==> src/hdl/assert_macros.svh <==
// assertion helpers, empty when built for synthesis
`ifndef ASSERT_MACROS_SVH
`define ASSERT_MACROS_SVH
`ifndef SYNTHESIS
`define PCSH_ASSERT(lbl, clk, rst_n, prop) \
	lbl: assert property (@(posedge clk) disable iff (!rst_n) prop) \
		else $error("pcsh assertion failed");
`define PCSH_NEVER(lbl, clk, rst_n, cond) \
	lbl: assert property (@(posedge clk) disable iff (!rst_n) !(cond)) \
		else $error("pcsh forbidden condition seen");
`else
`define PCSH_ASSERT(lbl, clk, rst_n, prop)
`define PCSH_NEVER(lbl, clk, rst_n, cond)
`endif
`endif

==> src/hdl/pcsh_pkg.sv <==
`default_nettype none
package pcsh_pkg;

	localparam int PC_W       = 64;
	localparam int IDX_IN_W   = 16;
	localparam int OUT_CNT_W  = 32;
	localparam int STATUS_W   = 3;

	// hash constants
	localparam int PC_SHIFT   = 4;
	localparam int HASH_MUL_W = 11;
	localparam logic [HASH_MUL_W-1:0] HASH_MUL = 11'd1147;
	localparam int MUL_LO_W   = 32;

	// modulo reduction, bits consumed per cycle
	localparam int RED_BITS   = 8;
	localparam int RED_CYCLES = PC_W / RED_BITS;

	localparam logic CMD_RECORD = 1'b0;
	localparam logic CMD_READ   = 1'b1;

	typedef enum logic [STATUS_W-1:0] {
		ST_IGNORED = 3'd0,
		ST_HIT     = 3'd1,
		ST_CLAIMED = 3'd2,
		ST_DROPPED = 3'd3,
		ST_READ    = 3'd4
	} status_t;

	typedef enum logic [2:0] {
		S_IDLE,
		S_RDATA,
		S_HASH,
		S_PROBE,
		S_EMIT
	} state_t;

	typedef struct packed {
		logic pc_en;
		logic cnt_en;
	} tbl_wr_t;

endpackage
`default_nettype wire

==> src/hdl/pcsh_hash.sv <==
`default_nettype none
module pcsh_hash #(
	parameter int SLOTS = 65536
) (
	input  logic                       clk,
	input  logic                       arst_n,
	input  logic                       start,
	input  logic [pcsh_pkg::PC_W-1:0]  pc,
	output logic                       done,
	output logic [$clog2(SLOTS)-1:0]   home
);

	localparam int IDX_W = $clog2(SLOTS);
	localparam bit POW2  = (SLOTS & (SLOTS - 1)) == 0;
	localparam int LO_W  = pcsh_pkg::MUL_LO_W;
	localparam int XH_W  = pcsh_pkg::PC_W - pcsh_pkg::PC_SHIFT - LO_W;
	localparam int PL_W  = LO_W + pcsh_pkg::HASH_MUL_W;
	localparam int PH_W  = XH_W + pcsh_pkg::HASH_MUL_W;

	logic              v_s1;
	logic [PL_W-1:0]   pl_s1;
	logic [LO_W-1:0]   ph_s1;
	logic [PL_W-1:0]   pl_full;
	logic [PH_W-1:0]   ph_full;
	logic [pcsh_pkg::PC_W-1:0] prod;

	// (pc >> 4) * 1147 split into two narrow partial products
	assign pl_full = PL_W'(pc[pcsh_pkg::PC_SHIFT +: LO_W]) * PL_W'(pcsh_pkg::HASH_MUL);
	assign ph_full = PH_W'(pc[pcsh_pkg::PC_W-1 -: XH_W]) * PH_W'(pcsh_pkg::HASH_MUL);
	assign prod    = {ph_s1, {LO_W{1'b0}}} + pcsh_pkg::PC_W'(pl_s1);

	always_ff @(posedge clk or negedge arst_n) begin
		if (!arst_n) begin
			v_s1 <= 1'b0;
		end else begin
			v_s1 <= start;
		end
	end

	always_ff @(posedge clk) begin
		pl_s1 <= pl_full;
		ph_s1 <= ph_full[LO_W-1:0];
	end

	generate
		if (POW2) begin : g_pow2
			logic             v_s2;
			logic [IDX_W-1:0] home_s2;

			always_ff @(posedge clk or negedge arst_n) begin
				if (!arst_n) begin
					v_s2 <= 1'b0;
				end else begin
					v_s2 <= v_s1;
				end
			end

			always_ff @(posedge clk) begin
				home_s2 <= prod[IDX_W-1:0];
			end

			assign done = v_s2;
			assign home = home_s2;
		end else begin : g_mod
			localparam int RC_W = $clog2(pcsh_pkg::RED_CYCLES);
			localparam logic [IDX_W:0] SLOTS_C = (IDX_W + 1)'(SLOTS);

			logic                      busy_q;
			logic                      done_q;
			logic [RC_W-1:0]           cnt_q;
			logic [pcsh_pkg::PC_W-1:0] sh_q;
			logic [IDX_W-1:0]          rem_q;
			logic [IDX_W-1:0]          rem_nxt;
			logic [IDX_W:0]            r;

			// msb-first remainder, one conditional subtract per bit
			always_comb begin
				r = '0;
				r[IDX_W-1:0] = rem_q;
				for (int i = 0; i < pcsh_pkg::RED_BITS; i++) begin
					r = {r[IDX_W-1:0], sh_q[pcsh_pkg::PC_W-1-i]};
					if (r >= SLOTS_C) begin
						r = r - SLOTS_C;
					end
				end
				rem_nxt = r[IDX_W-1:0];
			end

			always_ff @(posedge clk or negedge arst_n) begin
				if (!arst_n) begin
					busy_q <= 1'b0;
					done_q <= 1'b0;
					cnt_q  <= '0;
				end else begin
					done_q <= 1'b0;
					if (v_s1) begin
						busy_q <= 1'b1;
						cnt_q  <= '0;
					end else if (busy_q) begin
						cnt_q <= cnt_q + 1'b1;
						if (cnt_q == RC_W'(pcsh_pkg::RED_CYCLES - 1)) begin
							busy_q <= 1'b0;
							done_q <= 1'b1;
						end
					end
				end
			end

			always_ff @(posedge clk) begin
				if (v_s1) begin
					sh_q  <= prod;
					rem_q <= '0;
				end else if (busy_q) begin
					sh_q  <= sh_q << pcsh_pkg::RED_BITS;
					rem_q <= rem_nxt;
				end
			end

			assign done = done_q;
			assign home = rem_q;
		end
	endgenerate

endmodule
`default_nettype wire

==> config.mk <==
export PLATFORM = sky130hd
export DESIGN_NAME = pcsh_hash
export DESIGN_NICKNAME = d
export VERILOG_FILES = /design/src/hdl/assert_macros.svh /design/src/hdl/pcsh_pkg.sv /design/src/hdl/pcsh_hash.sv
export SDC_FILE = /design/constraint.sdc
export NUM_CORES = 1
export LEC_CHECK = 0
export CAP_MARGIN = 10
export CORE_UTILIZATION = 65
export CTS_BUF_LIST = sky130_fd_sc_hd__clkbuf_4 sky130_fd_sc_hd__clkbuf_8 sky130_fd_sc_hd__clkbuf_16
export DETAILED_ROUTE_END_ITERATION = 8
export DONT_BUFFER_PORTS = 1
export PLACE_DENSITY = 0.88
export SYNTH_ARGS = -nofsm -noshare
export SYNTH_HDL_FRONTEND = slang
export SYNTH_SLANG_ARGS = --single-unit
==> constraint.sdc <==
create_clock -name clk -period 0.8 [get_ports clk]
set_input_delay 0.08 -clock clk [delete_from_list [all_inputs] [get_ports clk]]
set_output_delay 0.08 -clock clk [all_outputs]
set_load 0.02 [all_outputs]
==> flow_summary.rst <==
.. list-table::
   :header-rows: 1

   * - Metric
     - Value
   * - Clk Tree Root Cell
     - clkbuf_8
   * - Headroom to the max-slew limit
     - 0.7876
   * - Number of cells produced by synthesis
     - 262
   * - Number of design rule violations left after detail routing
     - 0
   * - Fin util
     - 0.9556
   * - Reg-to-reg slack, setup
     - 0.32 ns
   * - Pin count of the biggest net entering global routing
     - 13
   * - Wire length after detailed routing
     - 9879 µm
   * - Number of synthesized register bits
     - 34
   * - Critical path required time
     - 1.02 ns
   * - Layout cells sized above 1
     - 0.4399
   * - Vias
     - 2,250
   * - Portion of the clock cycle consumed by the worst path in the final layout
     - 4.407
   * - Violated checks
     - negative setup slack
   * - Count of pins over their slew limit
     - 0
   * - Detailed-routed wire length on met3
     - 979 µm
   * - Class of the tightest hold or removal check
     - in -> async
   * - Top fanout value on the critical path
     - 4
   * - Post-synth net total
     - around 400
   * - Area added between synthesis and finish
     - 38.71%
   * - Most used cell, CP
     - inv_2
   * - Floorplan die width
     - between 60 and 70 µm
   * - Wl on met1
     - 3203 µm
   * - Number of global-route vias before repair
     - ~2,400
   * - Number of iterations in the first detailed-routing pass
     - 5
   * - Least setup slack across all paths after layout
     - -2.726 ns
   * - Number of antenna repair diodes
     - 0
   * - Sequential cell area fraction in the yosys report
     - 0.2453
   * - Cell leakage power
     - about 1.8 nW
   * - Number of unique standard cell types used by synthesis
     - 26
   * - Number of I/O pins
     - 84
   * - Data arrival time of the critical path
     - 3.75 ns
   * - Nets
     - 464
   * - Worst-case vdd ir drop
     - 2.544 mV
   * - Worst setup path class
     - in -> reg
   * - Most used cells in the layout excluding fill and tap cells
     - 58 x inv_1, 35 x fa_1, 31 x buf_4, 27 x ha_4, 21 x inv_2
   * - Number of antenna violations at the first check in global routing
     - 0
   * - Worst-margin pin slew
     - 0.3164 ns
   * - Synthesis warning total
     - 0
   * - Total congestion overflow after global routing
     - 0
   * - Insertion delay to the later sink of the worst-skew pair
     - 0.29 ns
   * - Total power density per cell area
     - 5341 mW/mm²
   * - Register area
     - 706.9 µm²
   * - Overall fraction of global-route tracks in use
     - 0.4126
   * - RD Place Congestion
     - just over 0.8
   * - CP startpoint kind
     - input pin
   * - Area of the mapped netlist
     - 0.002815 mm²
   * - Multi-input combinational cell area
     - around 0.0023 mm²
   * - Top layer used by detailed routing
     - met4
   * - Cts bufs inserted
     - 5
   * - Buffering stage count on the worst path with inverters included
     - 4
   * - Worst Clk Skew
     - 0.006359 ns
   * - Starting density of the core
     - 0.6889
   * - RSZ-0062 raised after global routing
     - true
   * - Drt via density
     - between 6 and 7
   * - Min cycle time layout
     - 3.526 ns
   * - Syn avg cell area
     - between 10 and 15 µm²
   * - Kind of cell adding the most delay to the critical path
     - adder cells
   * - Vertical extent of the die
     - 67.81 µm
   * - Global-route wire length before repair
     - 12,670 µm
   * - Commonest non-fill, non-tap cell in the layout
     - inv_1
   * - TritonCTS clock tree
     - yes
   * - Slowest cell on crit path
     - fa_1
   * - Wire length per cell after detailed routing
     - 26.99 µm
   * - Met2 routed wirelength
     - 4805 µm
   * - Residual antenna-violating net count after detailed routing
     - 0
   * - Core Box Area
     - approximately 0.0041 mm²
   * - Number of filler instances in the final layout
     - just over 80
   * - Critical path capture point type
     - flop
   * - Maximum number of buffers from clock root to sink
     - 2
   * - Peak per-stage delay on the critical path
     - between 0.5 and 0.6 ns
   * - Hold_ws
     - 0.01453 ns
   * - Final-report hold violation count
     - 0
   * - Final HPWL DP
     - 5304 µm
   * - Setup violators final
     - 14
   * - Count of input and output buffers
     - 0
   * - Total number of H-tree levels
     - 2
   * - CTS clock-pin slew for the worst setup and hold paths
     - 0.07 ns
   * - Total design power
     - 20.86 mW
   * - Result of the run
     - finished, violations left
   * - Number of DRC markers after the initial detailed-route iteration
     - between 200 and 300
   * - MaxCap Viol Count
     - 0
   * - Critical-path cell list
     - ha_4, inv_2, fa_2, fa_1, inv_2, fa_2, inv_2, fa_1, inv_2, ha_4, a21o_1, a21o_1, a31o_1, a21oi_2, xnor2_1
   * - Clock sink count
     - 34
   * - Peak Freq
     - 283.6 MHz
   * - Die area
     - 0.004598 mm²
   * - Number of rows created at floorplan
     - 23
==> report_power, final <==
part           leakage, nW  internal, mW  switching [mW]
Clock               0.0683          1.25           0.687
Combinational         1.45          7.78            7.87
Sequential           0.292          2.61           0.661
Total                 1.81          11.6            9.22
==> cells in the mapped netlist <==
cell	instances	area, µm²
inv_1	79	296.5
dfxtp_1	32	640.6
nand4_1	2	12.51
xor2_1	8	70.07
nand2b_1	1	6.260
a41oi_1	1	8.760
a21oi_1	9	45.04
xnor2_1	22	192.7
o21a_1	1	7.510
a31oi_1	1	6.260
a31o_1	1	8.760
a2111oi_4	1	27.53
o21ai_1	2	10.01
fa_1	39	780.8
and2_1	1	6.260
o21ai_2	1	8.760
dfrtp_1	2	50.05
o21bai_1	2	15.01
nor2_1	1	3.750
a21oi_2	1	8.760
ha_1	43	538.0
nand2_1	3	11.26
nand3_1	2	10.01
a21o_1	5	37.54
o21ai_0	1	5.000
and3_2	1	7.510
==> sequential cells by signal, indices dropped and copies added (netlist names) <==
| signal | cells |
|---|---|
| pl_s1 | 16 |
| home | 16 |
| v_s1 | 1 |
| done | 1 |
==> path summary, 6_finish.rpt <==
check / startpoint / to / cells after the start
max: pc[11] / pl_s1[14] / 15
min: arst_n / v_s1 / 1
max reg2reg: v_s1 / done / 0
min reg2reg: pl_s1[6] / home[6] / 0
max in group asynchronous: arst_n / done / 1
min in group clk: pc[5] / pl_s1[1] / 2
==> layout make-up <==
class                           count  share of cell area
Multi-Input combinational cell    149              0.5899
Sequential cell                    34              0.1810
Timing Repair Buffer               46              0.1019
Inverter                           79             0.07594
Clock buffer                        5             0.01762
Clock inverter                      3             0.01762
Tap cell                           50             0.01602
==> logic make-up (layout without fill, tap and decap cells) <==
family,count (synthesis),after routing,share of synthesized area
adders and majority gates,82,82,0.4684
buffers and inverters,79,133,0.1053
DFF,34,34,0.2453
xor gates and xnor gates,30,30,0.09333
AOI/OAI and AO/OA,26,26,0.06711
and+or+nand+nor,11,11,0.02045
==> timing repair <==
action	in CTS	in global routing
hold endpoints to repair	4	0
gates resized for setup	33	27
pin swaps	26	23
setup endpoints to repair	20	24
gates cloned	0	0
setup buffers	2	5
hold buffers	3	0
==> metrics by stage <==
stage / setup TNS (ns) / worst slack, ns / cell area (µm²) / instances
2_1_floorplan: -24.87 / -2.627 / 3162 / 262
3_3_place_gp: -27.06 / -2.673 / 3525 / 352
3_5_place_dp: -28.89 / -2.860 / 3525 / 352
4_1_cts: -24.26 / -2.531 / 3851 / 365
5_1_grt: -26.43 / -2.748 / 3905 / 366
6_report: -25.81 / -2.726 / 3905 / 366
==> routing by layer <==
layer	vias to the layer above	track usage
met5	-	0
met4	0	0.2760
met3	87	0.1483
met2	207	0.7141
met1	1059	0.4132
li1	897	-
Note: power is estimated with default switching activity, not from simulation.
